## src/design/abre_pkg.sv

```systemverilog
`timescale 1ns / 1ps

package abre_pkg;

    localparam int IDX_W  = 12;
    localparam int SIZE_W = 13;
    localparam int WORD_W = 64;
    localparam int SIZE_RESET = 4096;

    typedef enum logic [1:0] {
        FN_MARK_BUSY  = 2'd0,
        FN_MARK_FREE  = 2'd1,
        FN_QUERY_FREE = 2'd2,
        FN_FIND_BUSY  = 2'd3
    } t_func;

    typedef struct packed {
        t_func             func;
        logic [IDX_W-1:0]  first_index;
        logic [IDX_W-1:0]  last_index;
    } t_in;

    typedef struct packed {
        logic              status;
        logic              range_free;
        logic [SIZE_W-1:0] found_position;
    } t_out;

    // request travelling down the row of word cells
    typedef struct packed {
        logic              vld;
        t_func             func;
        logic [IDX_W-1:0]  first;
        logic [IDX_W-1:0]  last;
        logic              any;
        logic              found;
        logic [SIZE_W-1:0] pos;
    } t_tok;

endpackage

```

## src/design/abre_cell.sv

```systemverilog
`timescale 1ns / 1ps

module abre_cell
    import abre_pkg::*;
#(
    parameter int P_IDX = 0
) (
    input  logic i_clk,
    input  logic i_rst_n,
    input  logic i_clr,
    input  t_tok i_tok,
    output t_tok o_tok
);

    logic [WORD_W-1:0] r_word;
    logic [WORD_W-1:0] n_word;
    t_tok              r_tok;
    t_tok              n_tok;

    logic [31:0]       w_sw;
    logic [31:0]       w_ew;
    logic [31:0]       w_me;
    logic [5:0]        w_lo;
    logic [5:0]        w_hi;
    logic [WORD_W-1:0] w_rmask;
    logic [WORD_W-1:0] w_fmask;
    logic [WORD_W-1:0] w_hits;
    logic [5:0]        w_lb;

    // lowest set bit of the masked word
    function automatic logic [5:0] low_bit(input logic [WORD_W-1:0] w);
        logic [5:0] n;
        n = 6'd0;
        for (int k = WORD_W - 1; k >= 0; k--) begin
            if (w[k]) begin
                n = 6'(k);
            end
        end
        return n;
    endfunction

    assign w_sw = 32'(i_tok.first[IDX_W-1:6]);
    assign w_ew = 32'(i_tok.last[IDX_W-1:6]);
    assign w_me = 32'(P_IDX);
    assign w_lo = (w_me == w_sw) ? i_tok.first[5:0] : 6'd0;
    assign w_hi = (w_me == w_ew) ? i_tok.last[5:0] : 6'd63;

    always_comb begin
        w_rmask = '0;
        if (w_me >= w_sw && w_me <= w_ew) begin
            w_rmask = ({WORD_W{1'b1}} << w_lo) & ({WORD_W{1'b1}} >> (6'd63 - w_hi));
        end
        if (w_me < w_sw) begin
            w_fmask = '0;
        end else if (w_me == w_sw) begin
            w_fmask = {WORD_W{1'b1}} << i_tok.first[5:0];
        end else begin
            w_fmask = {WORD_W{1'b1}};
        end
    end

    assign w_hits = r_word & w_fmask;
    assign w_lb   = low_bit(w_hits);

    always_comb begin
        n_word = r_word;
        n_tok  = i_tok;
        if (i_tok.vld) begin
            case (i_tok.func)
                FN_MARK_BUSY:  n_word = r_word | w_rmask;
                FN_MARK_FREE:  n_word = r_word & ~w_rmask;
                FN_QUERY_FREE: n_tok.any = i_tok.any | (|(r_word & w_rmask));
                FN_FIND_BUSY: begin
                    if (!i_tok.found && (|w_hits)) begin
                        n_tok.found = 1'b1;
                        n_tok.pos   = 13'(P_IDX * WORD_W) + {7'd0, w_lb};
                    end
                end
                default: n_word = r_word;
            endcase
        end
    end

    always_ff @(posedge i_clk) begin
        if (!i_rst_n) begin
            r_word    <= '0;
            r_tok.vld <= 1'b0;
        end else begin
            r_word <= i_clr ? '0 : n_word;
            r_tok  <= n_tok;
        end
    end

    assign o_tok = r_tok;

endmodule

```

## config.mk

```make
export PLATFORM = sky130hd
export DESIGN_NAME = abre_cell
export DESIGN_NICKNAME = d
export VERILOG_FILES = /design/src/design/abre_pkg.sv /design/src/design/abre_cell.sv
export SDC_FILE = /design/constraint.sdc
export NUM_CORES = 1
export LEC_CHECK = 0
export BUFFER_PORTS_ARGS = -buffer_cell sky130_fd_sc_hd__buf_2
export CORE_AREA = 2 2 100 175
export CTS_BUF_LIST = sky130_fd_sc_hd__clkbuf_4 sky130_fd_sc_hd__clkbuf_8
export CTS_CLUSTER_SIZE = 28
export DETAILED_ROUTE_END_ITERATION = 8
export DIE_AREA = 0 0 102 177
export GPL_TIMING_DRIVEN = 0
export PLACE_DENSITY = 0.61
export SLEW_MARGIN = 25
export SYNTH_ARGS = -nofsm -noshare
export SYNTH_HDL_FRONTEND = slang
export SYNTH_SLANG_ARGS = --single-unit
```

## constraint.sdc

```tcl
create_clock -name i_clk -period 4.2 [get_ports i_clk]
set_input_delay 0.63 -clock i_clk [delete_from_list [all_inputs] [get_ports i_clk]]
set_output_delay 0.63 -clock i_clk [all_outputs]
set_load 0.01 [all_outputs]
```

==> parameters.txt <==
Parameter                              Value

Timing
  Portion of the clock cycle consumed by the worst path in the final layout    1.04
  Slew headroom    0.218
  Endpoints failing hold    0
  Period minus WS final    ~4.4 ns
  Count of pins over their slew limit    0
  Final clock skew    0.0126 ns
  Worst setup slack after layout    -0.188 ns
  Highest attainable clock frequency    0.228 GHz
  Final setup violation count    1
  Worst hold slack across all endpoints    0.398 ns
  Worst Tran Pin Value    1.17 ns

GRT
  Vias in the first global route    8,574
  Grt total ovfl    0
  GRT Overall Usage    0.475
  First-pass GRT wire length    59,700 um
  Pin count of the biggest net entering global routing    44
  Initial antenna violation count    3

Power and ir drop
  Total Power Consumption    2230 uW
  Maximum resistive drop on vdd    160 uV
  Clock Power Share    0.330
  Cell-internal power    1480 uW
  Sequential power share    0.499
  Net switching power    743 uW
  Power Density    267 nW/um^2
  Switching fraction of total power    0.334
  Leakage power total    0.00287 uW
  Share of total power in combinational logic    0.171

Job
  Maxcap violations    0

Clock network
  Clock Latency Late Sink    0.42 ns
  CTS Root Buffer Type    clkbuf_8
  CTS tree    built
  CTS buffer count    9
  Clock sink total    between 100 and 150
  Worst-case clock buffer depth    2
  CTS clock-pin slew for the worst setup and hold paths    0.12 ns
  Setup bufs post-CTS    0
  # hold bufs at CTS    0
  Max H-tree Level    3

Detailed routing
  Final antenna-violating net count    0
  Vias post-DR    9,237
  Initial DRC count    1,323
  Wire length after detailed routing    42,500 um
  Vias per std cell    7.32
  Pre-Repair DR Iteration Count    7
  DR WL/cell    between 30 and 40 um
  Total DRC errors in the routed layout    0

Status
  Violations in the final reports    setup timing
  Result of the run    finished, violations left

Logic synthesis
  Yosys synthesis warning count    0
  Ys flop type    dfxtp_1
  Portion of the post-synthesis area used by sequential elements    0.344
  Async set-reset flop share out of synthesis    0
  Mapped Area    7370 sq um
  Count of cell types in the netlist    78
  Number of standard cells after synthesis    930
  Number of enable flip-flop cells after synthesis    41
  Net count of the mapped netlist    975
  Synthesized area per cell    7.92 sq um
  Post-synthesis sequential element count    106

Finish
  Final instance area    between 8000 and 9000 sq um
  Layout filler cell count    1,788
  Net count reported at finish    1,073
  Multi-input logic area    around 4500 sq um
  Leading cell types in the layout, fill and taps excluded    nor2_1, buf_2, a21oi_1
  Final core area utilization    0.499
  Most frequent standard cell in the layout excluding fill and tap cells    nor2_1
  Layout cells sized above 1    0.156
  Growth of design area from synthesis to finish    13.1%
  Combined flip-flop and latch cell area    between 2000 and 3000 sq um

Die
  Starting density of the core    0.441
  Number of top-level design ports    between 80 and 90
  DIE AREA    18,100 sq um
  Placeable Area    16,700 sq um
  Die Height    roughly 180 um
  Horizontal extent of the die    between 100 and 150 um
  Number of placement rows    63

Critical path
  Kind of capture point of the worst setup path    flip-flop
  Setup Crit Path Kind    in -> reg
  Cell-by-cell listing of the critical path    buf_2 -> nor4_1 -> nand4_1 -> o2111ai_2 -> o2111ai_1 -> a2111oi_0 -> nand3_1 -> nor3_1 -> a41oi_1
  Register-to-register setup slack    1.23 ns
  Maximum cell stage delay along the critical path    0.66 ns
  Kind of start point of the critical path    primary input
  Critical Path Slowest Stage Cell    o2111ai_2
  Data arrival time at the worst-slack endpoint    about 4.5 ns
  Max FO, Critical Path    4
  Required time at the endpoint of the critical path    between 4 and 5 ns

Placement
  Placed wire-length estimate after detailed placement    32,300 um
  Routability congestion estimate from global placement    roughly 1.1
  Number of buffer cells added on primary ports    86
  Placement Cell Area    8100 sq um

Min path
  Hold/Removal Path Class    in -> reg
[cell families (layout without fill, tap and decap cells)]
| kind of cell | Yosys count | after routing | share of synthesized area |
|---|---|---|---|
| AND/OR/NAND/NOR | 360 | 360 | 0.238 |
| AO/OA/AOI/OAI | 359 | 359 | 0.338 |
| flip-flops | 106 | 106 | 0.344 |
| buffers and inverters | 87 | 190 | 0.0562 |
| multiplexers | 18 | 18 | 0.0245 |
| other | 0 | 2 | 0 |
[synth_stat cells (14+ instances only)]
cell,instances,share of area
clkbuf_1,40,0.020
o21ai_0,66,0.045
o2111ai_1,28,0.033
nand3_1,50,0.034
nor3_1,19,0.013
nand4_1,20,0.017
a211oi_1,15,0.015
nand2_1,80,0.041
mux2i_1,18,0.024
edfxtp_1,41,0.17
dfxtp_1,65,0.18
and2_1,16,0.014
nor2_1,104,0.053
a31oi_1,19,0.016
or3_1,14,0.012
a311oi_1,17,0.020
a21oi_1,81,0.055
[worst paths after layout]
check | from | to | depth (start not counted)
worst max-delay path | i_tok[24] | o_tok[14] | 9
worst max register to register | flip-flop | o_tok[14] | 6
worst min-delay path | i_tok[27] | o_tok[27] | 1
worst min register to register | flip-flop | flip-flop | 2
[worst max-delay path: cells and delay by family]
family                 cells  cell delay [ns]
AO/OA/AOI/OAI              4             1.99
AND/OR/NAND/NOR            4             1.74
buffers and inverters      1             0.13
[power by group through the flow]
stage	sequential, uW	clock, uW	combinational, uW
final	1110	735	381
after global routing	1110	749	386
after CTS	1110	725	354
after detailed placement	1130	0	353
after global placement	1130	0	353
after floorplan	1150	0	148
[area by class of cell]
type	count	share of cell area
diodes	2	0.000601
plain buffers	72	0.0431
clock buffers	9	0.0149
clock inverters	7	0.0102
inverters	15	0.00676
multi-input cells	737	0.534
flip-flops and latches	106	0.304
well taps	227	0.0341
repair buffers	87	0.0525
[metal layers]
layer	global-route usage	share of wire
met1	0.515	0.31
met3	0.127	0.12
met5	0	0.00028
met4	0.461	0.13
met2	0.723	0.44
[metrics by stage]
step                      cells  TNS (ns)  worst slack [ns]
after floorplan             930         0              1.29
after global placement     1243     -1.85            -0.402
after detailed placement   1244    -0.342            -0.342
after CTS                  1260         0            0.0769
after global routing       1260  -0.00544          -0.00544
final                      1262    -0.188            -0.188
[what timing repair did]
item / CTS / global route
endpoints found under the setup margin: 0 / 1
resized for setup: 0 / 3
endpoints found under the hold margin: 0 / 0
(Power assumes the default switching activity.)
